## src/tss_pkg.sv

```systemverilog
// Shared types, constants and saturating arithmetic helpers for the tridiagonal solver.
package tss_pkg;

    localparam int DATA_W    = 32;
    localparam int FRAC_BITS = 24;
    localparam int MAX_ROWS  = 64;
    localparam int DEPTH     = 64;
    localparam int ADDR_W    = 6;
    localparam int CNT_W     = 7;

    localparam logic signed [DATA_W-1:0] Q_MAX = {1'b0, {(DATA_W-1){1'b1}}};
    localparam logic signed [DATA_W-1:0] Q_MIN = {1'b1, {(DATA_W-1){1'b0}}};

    typedef logic signed [DATA_W-1:0] q_t;

    // One stored row: super-diagonal, modified pivot and modified right-hand side.
    typedef struct packed {
        q_t upper;
        q_t pivot;
        q_t rhs;
    } row_t;

    typedef struct packed {
        logic ovf;
        q_t   val;
    } sat_t;

    typedef struct packed {
        logic start;
        q_t   num;
        q_t   den;
    } div_req_t;

    typedef struct packed {
        logic done;
        logic fault;
        q_t   quot;
    } div_res_t;

    // Product scaled back by the fraction bits, rounded towards minus infinity, saturated.
    function automatic sat_t sat_mul(input logic signed [2*DATA_W-1:0] p);
        logic signed [2*DATA_W-1:0] sh;
        sat_t                       r;
        sh    = p >>> FRAC_BITS;
        r.ovf = (sh[2*DATA_W-1:DATA_W-1] != {(DATA_W+1){sh[2*DATA_W-1]}});
        r.val = r.ovf ? (sh[2*DATA_W-1] ? Q_MIN : Q_MAX) : sh[DATA_W-1:0];
        return r;
    endfunction

    // Exact difference, saturated.
    function automatic sat_t sat_sub(input q_t a, input q_t b);
        logic signed [DATA_W:0] d;
        sat_t                   r;
        d     = {a[DATA_W-1], a} - {b[DATA_W-1], b};
        r.ovf = d[DATA_W] ^ d[DATA_W-1];
        r.val = r.ovf ? (d[DATA_W] ? Q_MIN : Q_MAX) : d[DATA_W-1:0];
        return r;
    endfunction

endpackage

```

## src/tss_div.sv

```systemverilog
// Serial restoring divider for scaled fixed-point quotients, one quotient bit per cycle.
module tss_div
(
    input  logic              clk,
    input  logic              rst_n,
    input  tss_pkg::div_req_t req,
    output tss_pkg::div_res_t res
);

    typedef enum logic [1:0] {D_IDLE, D_RUN, D_FIN} dstate_t;

    dstate_t                       state_reg;
    logic [tss_pkg::DATA_W:0]      rem_reg;
    logic [tss_pkg::DATA_W-1:0]    lo_reg;
    logic [tss_pkg::DATA_W-1:0]    quo_reg;
    logic [tss_pkg::DATA_W-1:0]    den_reg;
    logic [5:0]                    cnt_reg;
    logic                          neg_reg;
    tss_pkg::div_res_t             res_reg;

    logic [tss_pkg::DATA_W-1:0]    num_abs;
    logic [tss_pkg::DATA_W-1:0]    den_abs;
    logic [2*tss_pkg::DATA_W-1:0]  num_mag;
    logic [tss_pkg::DATA_W:0]      rem_sh;
    logic                          qbit;
    logic [tss_pkg::DATA_W:0]      rem_next;

    always_comb
    begin
        num_abs  = req.num[tss_pkg::DATA_W-1] ? (~req.num + 1'b1) : req.num;
        den_abs  = req.den[tss_pkg::DATA_W-1] ? (~req.den + 1'b1) : req.den;
        num_mag  = {{tss_pkg::DATA_W{1'b0}}, num_abs} << tss_pkg::FRAC_BITS;
        rem_sh   = {rem_reg[tss_pkg::DATA_W-1:0], lo_reg[tss_pkg::DATA_W-1]};
        qbit     = (rem_sh >= {1'b0, den_reg});
        rem_next = qbit ? (rem_sh - {1'b0, den_reg}) : rem_sh;
    end

    always_ff @(posedge clk or negedge rst_n)
    begin
        if (!rst_n)
        begin
            state_reg     <= D_IDLE;
            res_reg.done  <= 1'b0;
            res_reg.fault <= 1'b0;
            res_reg.quot  <= '0;
            rem_reg       <= '0;
            lo_reg        <= '0;
            quo_reg       <= '0;
            den_reg       <= '0;
            cnt_reg       <= '0;
            neg_reg       <= 1'b0;
        end
        else
        begin
            res_reg.done <= 1'b0;
            unique case (state_reg)
                D_IDLE:
                begin
                    if (req.start)
                    begin
                        neg_reg <= req.num[tss_pkg::DATA_W-1] ^ req.den[tss_pkg::DATA_W-1];
                        den_reg <= den_abs;
                        rem_reg <= {1'b0, num_mag[2*tss_pkg::DATA_W-1:tss_pkg::DATA_W]};
                        lo_reg  <= num_mag[tss_pkg::DATA_W-1:0];
                        quo_reg <= '0;
                        cnt_reg <= '0;
                        if (req.den == '0)
                        begin
                            res_reg.done  <= 1'b1;
                            res_reg.fault <= 1'b1;
                            res_reg.quot  <= req.num[tss_pkg::DATA_W-1] ? tss_pkg::Q_MIN
                                                                          : tss_pkg::Q_MAX;
                        end
                        else if (num_mag[2*tss_pkg::DATA_W-1:tss_pkg::DATA_W] >= den_abs)
                        begin
                            // The quotient cannot fit in 32 bits.
                            res_reg.done  <= 1'b1;
                            res_reg.fault <= 1'b1;
                            res_reg.quot  <= (req.num[tss_pkg::DATA_W-1] ^
                                              req.den[tss_pkg::DATA_W-1]) ? tss_pkg::Q_MIN
                                                                          : tss_pkg::Q_MAX;
                        end
                        else
                        begin
                            state_reg <= D_RUN;
                        end
                    end
                end
                D_RUN:
                begin
                    rem_reg <= rem_next;
                    lo_reg  <= {lo_reg[tss_pkg::DATA_W-2:0], 1'b0};
                    quo_reg <= {quo_reg[tss_pkg::DATA_W-2:0], qbit};
                    cnt_reg <= cnt_reg + 6'd1;
                    if (cnt_reg == 6'(tss_pkg::DATA_W - 1))
                    begin
                        state_reg <= D_FIN;
                    end
                end
                D_FIN:
                begin
                    res_reg.done <= 1'b1;
                    state_reg    <= D_IDLE;
                    if (neg_reg)
                    begin
                        res_reg.fault <= (quo_reg > tss_pkg::Q_MIN);
                        res_reg.quot  <= (quo_reg > tss_pkg::Q_MIN) ? tss_pkg::Q_MIN
                                                                    : (~quo_reg + 1'b1);
                    end
                    else
                    begin
                        res_reg.fault <= quo_reg[tss_pkg::DATA_W-1];
                        res_reg.quot  <= quo_reg[tss_pkg::DATA_W-1] ? tss_pkg::Q_MAX : quo_reg;
                    end
                end
                default:
                begin
                    state_reg <= D_IDLE;
                end
            endcase
        end
    end

    assign res = res_reg;

endmodule

```

## config.mk

```make
export PLATFORM = sky130hd
export DESIGN_NAME = tss_div
export DESIGN_NICKNAME = d
export VERILOG_FILES = /design/src/tss_pkg.sv /design/src/tss_div.sv
export SDC_FILE = /design/constraint.sdc
export NUM_CORES = 1
export LEC_CHECK = 0
export BUFFER_PORTS_ARGS = -buffer_cell sky130_fd_sc_hd__buf_2
export CAP_MARGIN = 20
export CORE_ASPECT_RATIO = 2
export CORE_UTILIZATION = 55
export DETAILED_ROUTE_END_ITERATION = 10
export GPL_TIMING_DRIVEN = 0
export PLACE_DENSITY = 0.75
export SKIP_CTS_REPAIR_TIMING = 1
export SYNTH_ARGS = -nofsm -noshare
export SYNTH_HDL_FRONTEND = slang
export SYNTH_SLANG_ARGS = --single-unit
```

## constraint.sdc

```tcl
create_clock -name clk -period 4 [get_ports clk]
set_input_delay 0.6 -clock clk [delete_from_list [all_inputs] [get_ports clk]]
set_output_delay 0.6 -clock clk [all_outputs]
set_load 0.01 [all_outputs]
```

* Word level (Yosys, flattened, before mapping)
Cells that the tools add are included.
W data, S select, Z words.
** Word-level totals
- Register bits after elaboration :: 171
- Output and inout bits :: 34
- Word-level logic and storage cells :: 63
** Cells by class
- Add/subtract/negate cells :: 5
- $lt $le $gt $ge :: 3
- Eq/ne operators :: 8
- Mux-type cells :: 25
- Bitwise gates (word level) :: 4
- Reductions and logical operators :: 8
** Operators with widths (number)
- $mux W32 :: 9
- $pmux W32 S2 :: 3
- $mux W34 :: 3
- $add A32 B1 Y32 const B :: 3
- $not A32 Y32 :: 3
- $pmux W34 S2 :: 1
- $ge A33 B32 Y1 :: 1
- $mux W33 :: 1
- $ge A24 B32 Y1 :: 1
- $gt A32 B32 Y1 const B :: 1
- $logic_not A32 Y1 :: 1
- $sub A32 B32 Y32 :: 1
- $mux W31 :: 1
- $pmux W6 S2 :: 1
- $mux W2 :: 4
- $ne A2 B2 Y1 const B :: 4
- $add A6 B1 Y6 const B :: 1
- $eq A6 B5 Y1 const B :: 1
- $mux W6 :: 1
- $pmux W2 S2 :: 1
- $reduce_and A2 Y1 :: 2
- $reduce_and A4 Y1 :: 1
- $reduce_bool A2 Y1 :: 2
- $ne A3 B3 Y1 const B :: 1
- 5 further kinds :: 5

* Logic depth before layout (Yosys ltp)
Gate-level depths: netlist of run 1.
- Depth in word-level cells :: 8
- Gate-level depth with buffers :: 19
- Gate-level depth less buffers :: 18

* Worst setup path after synthesis of run 1
OpenSTA, ideal clock, no wires.
- Path type :: input port to flip-flop
- From :: input port req[9] in the netlist's numbering
- To :: register res_reg, in the netlist res[1]
- Setup time :: 65 ps
- Data arrival time :: 4482 ps
- Path slack :: -547 ps
- Stages on the path :: 16
- Path through :: or4_1 or3_1 or2_1 or3_1 or2_1 o21ai_1 xor2_1 ha_1 and3_1 nand3_1 nor4_1 o211ai_2 o41a_2 nor3_4 buf_6 a211o_1
** Between the ends
- Cells in the longest elaborated chain, start to end :: 6
- Elaborated cells between the ends (all ways) :: 10
- Classes of those cells :: add/sub (1); order compare (1); eq/ne (1); mux (4); bitwise (1); reduce/logical (2)
** RTL lines
- start, declared :: line tss_div.sv:6 : input tss_pkg::div_req_t req,
- $not A32 Y32 :: line tss_div.sv:31 : den_abs = req.den[tss_pkg::DATA_W-1] ? (~req.den + 1'b1) : req.den;
- $add A32 B1 Y32 :: line tss_div.sv:31
- $mux W32 :: line tss_div.sv:31
- $ge A24 B32 Y1 :: line tss_div.sv:74 : else if (num_mag[2*tss_pkg::DATA_W-1:tss_pkg::DATA_W] >= den_abs)
- $ne A3 B3 Y1 (no source line)
- $reduce_and A3 Y1 (no source line)
- end, declared :: line tss_div.sv:19 : tss_pkg::div_res_t res_reg;
Parallel ways exist; a longest one is shown, timed or not. The select of a mux whose other input is x is not followed.
A chain may end at the register's enable or synchronous reset.

* Final worst setup path of run 1
- From :: input port req[32] in the netlist's numbering
- To :: register res_reg, in the netlist res[15]
** Between the ends
- Cells in the longest elaborated chain, start to end :: 6
** RTL lines
- $not A32 Y32 :: line tss_div.sv:30 : num_abs = req.num[tss_pkg::DATA_W-1] ? (~req.num + 1'b1) : req.num;
- $add A32 B1 Y32 :: line tss_div.sv:30
- $mux W32 :: line tss_div.sv:30
- $ge A24 B32 Y1 :: line tss_div.sv:74
- $ne A3 B3 Y1 (no source line)
- $reduce_and A3 Y1 (no source line)
No other way between the ends.

==> qor.yml, run 1 <==
global_route:
  grt_usage_pct: 35.02
  grt_max_degree: 97
  grt_antenna_before_repair: 1
  grt.busiest_layer: "met2"
  via_count_of_the_first_global_routing_pass: 10500
  met1_usage_pct: 31.55
  gr-usage-met3_pct: 6.219
  wire_length_of_the_first_global_routing_pass_mm: 52.38
  globalRouteOverflowTotal: 0
  grt_use_met2_pct: 66.92
clocking:
  clk-insertion-delay-late_ps: 440
  cts.sink_count: 147
  clk_pin_slew_worst_paths_ps: 60
  clock_tree.htree_level_count: 4
  ctsRootBufferMaster: "clkbuf_16"
  clockBufferDepth: 2
  tritoncts: "done"
  cts_buffers: 17
placement:
  gp_routability_congestion: 0.9496
  port_buffers: 98
  number_of_instances_in_the_placed_design: 1621
  dp.final_hpwl_mm: 26.59
critical_path:
  critPathSlowestCell: "or4_4"
  critPathLaunchType: "input port"
  worst-path-max-fanout: 10
  worstSetupPathType: "input port to register"
  timing.rr.start: "quo_reg[13]"
  crit_required_ps: 4380
  cp_num_buf_inv: 5
  worst-endpoint-arrival_ps: 5000
  cp-startpoint: "req[32]"
  cpLargestDelayFamily: "compound AO/OA/AOI/OAI gates"
  cp_cell_sequence: "buf_2, inv_1, ha_2, nand3b_1, or2_1, or4_4, nand2b_4, o41ai_2, xnor2_1, ha_1, a211o_4, a211oi_4, o21ai_2, o211ai_2, buf_4, nor4_4, o31ai_4, buf_12, buf_6, a211o_1"
  timing.critical_path.to_type: "register"
  worst_path_largest_cell_delay_ps: 550
sta:
  fin_tns_setup_ps: -20430
  final_critical_path_setup_slack_ps: -619.6
  timing_max_transition_violations_final: 0
  final_period_minus_worst_setup_slack_ps: 4620
  rsz0062_at_grt: "yes"
  timing.final.setup_violations: 35
  hold_violations: 0
  timing.final.crit_share_pct: 115.5
  timing.fmax_mhz: 216.5
  tightest_pin_transition_ps: 896.1
  timing.max_slew.rel_slack_pct: 39.71
  fin_skew_ps: 8.977
detailed_routing:
  drc: 0
  postRouteWirelength_mm: 33.99
  wl_per_cell_microns: 20.41
  route.antenna.remaining_nets: 0
  detailedRoute.firstIterationViolations: 677
  vias: 10230
  route.detailed.vias_per_inst: 6.146
  drtPass1Iterations: 5
power:
  worst_ir_drop_vdd_v: 0.0003896
  clockPowerShare_pct: 18.2
  netSwitchingPower_w: 0.004178
  power.combinational.fraction_pct: 54.6
  static-leakage-power_nw: 5.745
  switching_share_pct: 45.13
  share_seq_of_total_power_pct: 27.2
  power_per_cell_area_mw_per_mm2: 739.9
  intPower_w: 0.005080
final_layout:
  antenna_cells_inserted: 0
  finalNetCount: 1527
  final_layout_size_suffix_gt1_share_pct: 15.04
  area_delta_synth_final_pct: 17.73
  max_ffs_per_register: 34
  finalNonFillerCells: 1665
  fill_cells: 1714
synth:
  synth_top_cell_by_area: "dfrtp_1"
  post_synth_design_cell_area_sq_mm: 0.01063
  synthDominantCellAreaShare_pct: 34.61
  netlist-cell-type-count: 74
  synthesis.nets: 1395
  async_reset_ff_share_pct: 100.0
  dominantRegCellSynth: "dfrtp_1"
  flops_latches_synth: 147
  synth.yosys.seq_area_share_pct: 34.61
  synthesis.area_per_instance_sq_um: 8.388
  synth_area_leaders: "dfrtp_1 (35%), ha_1 (7.1%), nand2_1 (5.5%)"
  post_synthesis_cell_count: 1267
  number_of_enable_type_register_cells_in_the_synthesized_netlist: 0
  yosysWarnings: 0
floorplan:
  core_area_sq_mm: 0.01883
  die_area_sq_mm: 0.01992
  ioPinCount: 101
  num_rows: 71
  die_w_microns: 100.3
  floorplan.initialDensity_pct: 56.43
  die_height_microns: 198.6
job:
  maxCapViolCount: 0
hold_path:
  timing.hold.worst.class: "input port to async pin"
run_status:
  violations: "negative setup slack"
  result_of_the_run: "finished, violations left"
logic make-up after synthesis:
group | after synthesis | share of synthesized area, %
compound gates | 395 | 24.42
xor+xnor | 111 | 9.148
fa+ha+maj | 61 | 7.252
buf+inv | 132 | 5.204
flops | 147 | 34.61
mux | 10 | 1.001
simple gates | 411 | 18.37
synth_stat cells, types with 10 or more instances:
library cell and count:
a211o_1 34, a211oi_1 33, a21o_1 22, a21oi_1 52, a22oi_1 17, a31oi_1 15, clkbuf_1 72, dfrtp_1 147
ha_1 60, inv_1 45, nand2_1 156, nand2b_1 17, nand3_1 24, nand4_1 14, nor2_1 97, nor2b_1 11
nor3_1 27, o21ai_0 109, o21ai_1 30, o31ai_1 19, o41ai_1 10, or3_1 14, or4_1 12, xnor2_1 47
xor2_1 64
power by group through the flow:
stage	clock network, W	registers [W]	logic [W]
3_3_place_gp	0	0.00251	0.00482
5_1_grt	0.00177	0.00258	0.00559
4_1_cts	0.00169	0.00250	0.00494
6_report	0.00168	0.00252	0.00505
3_5_place_dp	0	0.00252	0.00490
2_1_floorplan	0	0.00241	0.00366
metrics by stage:
| stage | utilization, % | cell area (sq um) | total power, W | hold slack [ps] | setup WS, ps |
|---|---|---|---|---|---|
| finish | 66.44 | 12510 | 0.009257 | 107.6 | -619.6 |
| global route | 66.44 | 12510 | 0.009942 | 126.9 | -683.3 |
| CTS | 64.39 | 12130 | 0.009134 | 117.9 | -1077 |
| detailed placement | 61.14 | 11510 | 0.007426 | 470.4 | -1521 |
| global placement | 60.96 | 11480 | 0.007324 | 461.3 | -1501 |
| floorplan | - | 10670 | 0.006068 | 304.4 | -415.7 |
worst reg2reg max path: cells and delay by family, from the launching register on:
family | cells | cell delay, ps
flip-flops | 1 | 360
AO/OA/AOI/OAI | 4 | 770
buffers and inverters | 4 | 950
AND/OR/NAND/NOR | 4 | 1880
layer usage:
layer,vias to the layer above,share of wire (%)
met1,4883,33
met4,0,7.6
met2,373,55
li1,4824,-
met3,153,4.5
met5,-,0
layout make-up:
class	count	area, sq um	share of cell area (%)
plain buffers	85	386.6	3.090
inverters	47	176.4	1.410
clock buffers	23	488.0	3.900
well taps	255	319.1	2.550
flip-flops and latches	147	3679	29.40
repair buffers	113	684.4	5.470
multi-input cells	988	6655	53.19
clock inverters	7	123.9	0.9900
final timing paths:
path	end	slack, ps	cells after the start
worst max-delay path	res[15]	-620	20
worst min register to register	res[10]	480	1
min in group clk	res[10]	480	1
worst min-delay path	res[7]	110	1
max in group asynchronous	cnt_reg[1]	2990	2
worst max register to register	res[15]	-10	12
placed cells by master, fill, tap and decap left out, drive strengths merged, types with 11 or more instances in the layout:
cell    synthesis  layout
xnor2          47      47
nand4          14      14
xor2           64      64
dfrtp         147     147
buf            13     125
a211o          34      34
clkbuf         72      96
a21o           22      22
nor3           29      29
or3            14      14
or4            16      16
a31oi          15      15
nor2           97      97
nand3          24      24
nand2         156     156
nor2b          11      11
nand2b         18      18
a22oi          17      17
a21oi          52      52
o21ai         139     139
ha             60      60
o31ai          20      20
a211oi         33      33
inv            46      46
(Power assumes the default switching activity.)
==> run 2: changes to the inputs <==
- ABC_AREA: default -> 1
- PLACE_DENSITY: 0.75 -> 0.74
==> run 2 against run 1 <==
Effect of this change: the run now ends clean; global-route usage grew 3.6 points; sequential power grew 6%; critical endpoint is now res[22]; fmax grew 23%; clock power grew 8%; core utilization shrank 2.9 points.
==> qor.yml, run 2 <==
sta:
  hold_violations: 0  # unchanged
  final_critical_path_setup_slack_ps: 254.9  # was -619.6 ps
  final_period_minus_worst_setup_slack_ps: 3745  # was 4620 ps
  timing_max_transition_violations_final: 0  # unchanged
  timing.fmax_mhz: 267.0  # was 216.5 MHz
  holdWs_ps: 143.8  # was 107.6 ps
  timing.final.setup_violations: 0  # was 35
  fin_tns_setup_ps: 0  # was -20430 ps
  timing.final.crit_share_pct: 93.63  # was 115.5%
  tightest_pin_transition_ps: 897.2  # was 896.1 ps
  fin_skew_ps: 10.40  # was 8.977 ps
  timing.max_slew.rel_slack_pct: 39.96  # was 39.71%
critical_path:
  rr_endpoint: "rem_reg[12]"  # was res[15]
  crit_required_ps: 4380  # about the same
  critical_path.most_common_cell: "nand2_1"
  worst-path-max-fanout: 10  # unchanged
  critPathLaunchType: "input port"  # unchanged
  worstSetupPathType: "input port to register"  # unchanged
  worst_path_largest_cell_delay_ps: 480  # was 550 ps
  critPathSlowestCell: "buf_1"  # was or4_4
  timing.rr.start: "rem_reg[25]"  # was quo_reg[13]
  cp_cell_sequence: "buf_2, clkbuf_1, buf_1, nand2_1, xor2_1, inv_1, ha_1, nand2_1, inv_1, nand2_1, nand2_1, nand2_1, nand3_1, nand2_1, nand2_1, a21oi_2, nor2_2, nand2_2, nand2_4, nand2_4, buf_6, nand3_2, nand3_2"  # was buf_2, inv_1, ha_2, nand3b_1, or2_1, or4_4, nand2b_4, o41ai_2, xnor2_1, ha_1, a211o_4, a211oi_4, o21ai_2, o211ai_2, buf_4, nor4_4, o31ai_4, buf_12, buf_6, a211o_1
  worst-endpoint-arrival_ps: 4130  # was 5000 ps
  cpLargestDelayFamily: "buffers and inverters"  # was compound AO/OA/AOI/OAI gates
  cp_num_buf_inv: 6  # was 5
  ff2ff_path_depth: 13  # was 12
  timing.critical_path.to_type: "register"  # unchanged
  reg2reg_slack_ps: 620  # was -10 ps
global_route:
  gr-usage-met3_pct: 6.893  # was 6.219%
  wire_length_of_the_first_global_routing_pass_mm: 63.45  # was 52.38 mm
  grt_max_degree: 76  # was 97
  via_count_of_the_first_global_routing_pass: 12140  # was 10.50k
  globalRouteOverflowTotal: 0  # unchanged
  grt.busiest_layer: "met2"  # unchanged
  grt_usage_pct: 38.59  # was 35.02%
  grt_antenna_before_repair: 0  # was 1
  grt_use_met2_pct: 74.61  # was 66.92%
  met1_usage_pct: 33.43  # was 31.55%
synth:
  async_reset_ff_share_pct: 100.0  # unchanged
  yosysWarnings: 0  # unchanged
  synth_area_leaders: "dfrtp_1 (31%), nand2_1 (11%), inv_1 (6.8%)"  # was dfrtp_1 (35%), ha_1 (7.1%), nand2_1 (5.5%)
  yosysMostFrequentCell: "nand2_1"  # unchanged
  synthesis.area_per_instance_sq_um: 7.235  # was 8.388 sq um
  netlist-cell-type-count: 49  # was 74
  post_synthesis_cell_count: 1630  # was 1267
  synth_common_cells: "nand2_1 (341), inv_1 (213), dfrtp_1 (147), nor2_1 (139), o21ai_0 (110)"  # was nand2_1 (156), dfrtp_1 (147), o21ai_0 (109), nor2_1 (97), clkbuf_1 (72)
  post_synth_design_cell_area_sq_mm: 0.01179  # was 0.01063 sq mm
  synth_top_cell_by_area: "dfrtp_1"  # unchanged
  number_of_enable_type_register_cells_in_the_synthesized_netlist: 0  # unchanged
  synth.yosys.seq_area_share_pct: 31.19  # was 34.61%
  dominantRegCellSynth: "dfrtp_1"  # unchanged
  synthDominantCellAreaShare_pct: 31.19  # was 34.61%
  flops_latches_synth: 147  # unchanged
  synthesis.nets: 1758  # was 1395
floorplan:
  die_height_microns: 209.1  # was 198.6 microns
  core_area_sq_mm: 0.02102  # was 0.01883 sq mm
  die_area_sq_mm: 0.02207  # was 0.01992 sq mm
  ioPinCount: 101  # unchanged
  die_w_microns: 105.5  # was 100.3 microns
  floorplan.initialDensity_pct: 56.11  # was 56.43%
  num_rows: 75  # was 71
final_layout:
  fill_cells: 2002  # was 1714
  postLayoutCellArea_sq_mm: 0.01335  # was 0.01251 sq mm
  area_delta_synth_final_pct: 13.17  # was 17.73%
  finalNetCount: 1878  # was 1527
  layout.core_utilization_pct: 63.49  # was 66.44%
  multiInputGateArea_sq_mm: 0.007029  # was 0.006655 sq mm
  most-common-layout-cells: "nand2_1 (341), inv_1 (213), dfrtp_1 (147)"  # was nand2_1 (155), dfrtp_1 (147), o21ai_0 (108)
  antenna_cells_inserted: 0  # unchanged
  final_layout_size_suffix_gt1_share_pct: 15.09  # was 15.04%
  final_common_cell: "nand2_1"  # unchanged
  regArea_sq_mm: 0.003679  # unchanged
  max_ffs_per_register: 34  # unchanged
job:
  maxCapViolCount: 0  # unchanged
detailed_routing:
  drtPass1Iterations: 7  # was 5
  route.detailed.vias_per_inst: 5.791  # was 6.146
  wl_per_cell_microns: 20.22  # was 20.41 microns
  vias: 11770  # was 10.23k
  route.antenna.remaining_nets: 0  # unchanged
  postRouteWirelength_mm: 41.10  # was 33.99 mm
  detailedRoute.firstIterationViolations: 665  # was 677
  drc: 0  # unchanged
placement:
  detailed_place.area_sq_mm: 0.01266  # was 0.01151 sq mm
  port_buffers: 100  # was 98
  dp.final_hpwl_mm: 33.01  # was 26.59 mm
  dpl_worst_slack_ps: -240.7  # was -1521 ps
  gp_routability_congestion: 1.008  # was 0.9496
clocking:
  cts_buffers: 17  # unchanged
  cts.sink_count: 147  # unchanged
  clk-insertion-delay-late_ps: 450  # was 440 ps
  clk_pin_slew_worst_paths_ps: 70  # was 60 ps
  clockBufferDepth: 2  # unchanged
  clock_tree.htree_level_count: 4  # unchanged
  ctsRootBufferMaster: "clkbuf_16"  # unchanged
  tritoncts: "done"  # unchanged
power:
  power_per_cell_area_mw_per_mm2: 957.7  # was 739.9 mW/mm^2
  worst_ir_drop_vdd_v: 0.0004192  # was 0.0003896 V
  static-leakage-power_nw: 6.790  # was 5.745 nW
run_status:
  result_of_the_run: "complete, no violations"  # was finished, violations left
hold_path:
  timing.hold.worst.class: "input port to async pin"  # unchanged
## run 2: changes by cell type in the layout (fill, tap and decap cells not counted), sizes merged, moves of 32 or more
| cell | delta |
|---|---|
| nand2 | +196 |
| inv | +177 |
| nand3 | +128 |
| nor2 | +68 |
| clkbuf | -49 |
| a211o | -33 |
| o22ai | +32 |
## run 2: worst max path at each step
stage	start	to	slack (ps)	cells past startpoint
after floorplan	req[33]	res[16]	710	23
after global placement	req[33]	res[16]	-240	26
after detailed placement	req[33]	res[16]	-240	24
after CTS	req[33]	res[21]	220	26
after global routing	req[33]	res[15]	-30	24
final	req[31]	res[22]	250	23
## run 2: per-stage QoR
stage	instances	total power [W]
global placement	1999	0.01064
global route	2032	0.01375
finish	2032	0.01278
floorplan	1630	0.008259
detailed placement	2000	0.01074
CTS	2032	0.01263
## run 2: where the power goes
part | internal [W] | switching, W | leakage, nW
Sequential | 0.00218 | 0.000506 | 1.86
Combinational | 0.00275 | 0.00554 | 4.61
Clock | 0.00113 | 0.000684 | 0.318
## run 2: final cells by class
class                      count  share of cell area, %
clock inverter                14                  1.669
multi-input combinational   1209                  52.67
tap                          269                  2.522
timing repair buffer         101                  4.003
sequential                   147                  27.56
clock buffer                  18                  3.291
inverter                     221                  6.215
buffer                        53                  2.072
## run 2: metal layers
layer / up-vias / share of wire [%]
met3: 168 / 3.9
li1: 5679 / -
met1: 5537 / 32
met4: 0 / 9.1
met5: - / 0
met2: 384 / 55
## run 2: kinds of logic after synthesis
family	after synthesis	synth area share, %
xor+xnor	84	6.238
flops	147	31.19
fa+ha+maj	61	6.535
buf+inv	274	9.378
simple gates	728	29.90
compound gates	336	16.76
==> run 3: changes to the inputs <==
==> constraint.sdc (replaced) <==
create_clock -name clk -period 4.46 [get_ports clk]
set_input_delay 0.669 -clock clk [delete_from_list [all_inputs] [get_ports clk]]
set_output_delay 0.669 -clock clk [all_outputs]
set_load 0.05 [all_outputs]
==> run 3 against run 2 <==
Effect of this change: first-iteration DRC count fell by 5.4%; critical path depth is 2 lower; final cell count is the same.
==> qor.yml, run 3 (synthesized netlist as in run 2, its figures left out) <==
final_layout:
  antenna_cells_inserted: 0  # unchanged
  finalNonFillerCells: 2032  # unchanged
  finalNetCount: 1878  # unchanged
  area_delta_synth_final_pct: 13.00  # was 13.17%
  most-common-layout-cells: "nand2_1 (341), inv_1 (213), dfrtp_1 (147)"  # unchanged
  max_ffs_per_register: 34  # unchanged
  final_layout_size_suffix_gt1_share_pct: 14.86  # was 15.09%
  postLayoutCellArea_sq_mm: 0.01333  # was 0.01335 sq mm
  final_common_cell: "nand2_1"  # unchanged
detailed_routing:
  wl_per_cell_microns: 20.19  # was 20.22 microns
  vias: 11750  # was 11.77k
  drc: 0  # unchanged
  detailedRoute.firstIterationViolations: 629  # was 665
  route.antenna.remaining_nets: 0  # unchanged
  postRouteWirelength_mm: 41.03  # was 41.10 mm
  drtPass1Iterations: 7  # unchanged
  route.detailed.vias_per_inst: 5.782  # was 5.791
critical_path:
  worst-path-max-fanout: 10  # unchanged
  timing.critical_path.to_type: "register"  # unchanged
  crit_required_ps: 4760  # was 4380 ps
  worst-endpoint-arrival_ps: 4330  # was 4130 ps
  worstSetupPathType: "input port to register"  # unchanged
  critPathLaunchType: "input port"  # unchanged
sta:
  tightest_pin_transition_ps: 896.1  # was 897.2 ps
  timing.fmax_mhz: 248.2
  timing.final.setup_violations: 0  # unchanged
  timing_max_transition_violations_final: 0  # unchanged
  final_period_minus_worst_setup_slack_ps: 4029
  rsz0062_at_grt: "no"
  hold_violations: 0  # unchanged
  fin_tns_setup_ps: 0  # unchanged
  fin_skew_ps: 8.765  # was 10.40 ps
  final_critical_path_setup_slack_ps: 430.6  # was 254.9 ps
  timing.final.crit_share_pct: 90.35
  timing.max_slew.rel_slack_pct: 40.26  # was 39.96%
global_route:
  globalRouteOverflowTotal: 0  # unchanged
  wire_length_of_the_first_global_routing_pass_mm: 63.45  # unchanged
  grt_antenna_before_repair: 0  # unchanged
  grt_max_degree: 76  # unchanged
  via_count_of_the_first_global_routing_pass: 12140  # unchanged
  grt_usage_pct: 38.59  # unchanged
floorplan:
  ioPinCount: 101  # unchanged
  core_area_sq_mm: 0.02102  # unchanged
  die_w_microns: 105.5  # unchanged
  num_rows: 75  # unchanged
  floorplan.initialDensity_pct: 56.11  # unchanged
  die_height_microns: 209.1  # unchanged
  die_area_sq_mm: 0.02207  # unchanged
clocking:
  clockBufferDepth: 2  # unchanged
  tritoncts: "done"  # unchanged
  clk_pin_slew_worst_paths_ps: 70  # about the same
  clk-insertion-delay-late_ps: 450  # about the same
  cts_buffers: 17  # unchanged
  cts.sink_count: 147  # unchanged
  ctsRootBufferMaster: "clkbuf_16"  # unchanged
  clock_tree.htree_level_count: 4  # unchanged
power:
  worst_ir_drop_vdd_v: 0.0003885  # was 0.0004192 V
  power_per_cell_area_mw_per_mm2: 889.0  # was 957.7 mW/mm^2
  static-leakage-power_nw: 6.787  # was 6.790 nW
  power.total_w: 0.01185  # was 0.01278 W
placement:
  dpl_worst_slack_ps: 150.3  # was -240.7 ps
  gp_routability_congestion: 1.008  # unchanged
  dp.final_hpwl_mm: 33.01  # unchanged
  number_of_instances_in_the_placed_design: 2000  # unchanged
  port_buffers: 100  # unchanged
  detailed_place.area_sq_mm: 0.01266  # unchanged
run_status:
  result_of_the_run: "complete, no violations"  # unchanged
hold_path:
  timing.hold.worst.class: "input port to async pin"  # unchanged
job:
  maxCapViolCount: 0  # unchanged
-- run 3: cell count changes in the layout (fill, tap and decap cells not counted) --
cell     before  now
a21oi_1      71   73
a21oi_2       2    0
nor2_1      138  139
nor3_1       21   22
nor2_4        7    6
nor3_2        4    3
-- run 3: worst max-delay path, stage by stage --
cell	delay, ps
buf_2	110
clkbuf_1	430
buf_1	490
nand2_1	140
xor2_1	280
inv_1	90
ha_1	320
nand2_1	70
inv_1	50
nand2_1	60
nand2_1	40
nand2_1	50
nand3_1	150
nand2_1	110
nand2_1	100
a21oi_1	240
nor2_2	80
nand2_2	90
nand2_4	100
a21oi_1	550
nand2_1	100
-- run 3: path summary, 6_finish.rpt --
kind                       cells past startpoint          end  slack [ps]        start
setup / recovery                              21      res[31]         430      req[31]
hold / removal                                 1       res[0]         210        rst_n
setup reg to reg                              13  rem_reg[12]        1070  rem_reg[25]
hold reg to reg                                2  den_reg[10]         480  den_reg[10]
max in group asynchronous                      2  den_reg[28]        3400        rst_n
min in group clk                               2  den_reg[10]         480  den_reg[10]
-- run 3: cell type report --
class	instances	area (sq um)
repair buffers	101	534.3
clock buffers	18	439.2
flip-flops and latches	147	3679
well taps	269	336.6
inverters	221	829.5
fillers	2005	7694
clock inverters	14	222.7
multi-input cells	1209	7009
plain buffers	53	276.5
-- run 3: metal layers --
layer  share of wire (%)  vias to the layer above  wire length (microns)  track usage (%)
li1                    -                     5674                      -                -
met1                  32                     5521                  13230            33.43
met2                  55                      392                  22590            74.61
met3                 4.0                      162                   1634            6.893
met4                 8.7                        0                   3587            31.61
met5                   0                        -                      0                0
-- run 3: per-stage QoR --
step                utilization [%]  hold slack (ps)
floorplan                         -            373.4
global placement              60.09            467.7
detailed placement            60.25            473.4
CTS                           63.40            251.2
global route                  63.40            273.5
finish                        63.40            212.5
-- run 3: report_power, final --
part           leakage [nW]  total [W]  internal, W  switching, W
clock network         0.318    0.00163      0.00102      0.000614
logic                  4.61    0.00782      0.00247       0.00535
registers              1.86    0.00240      0.00195      0.000452
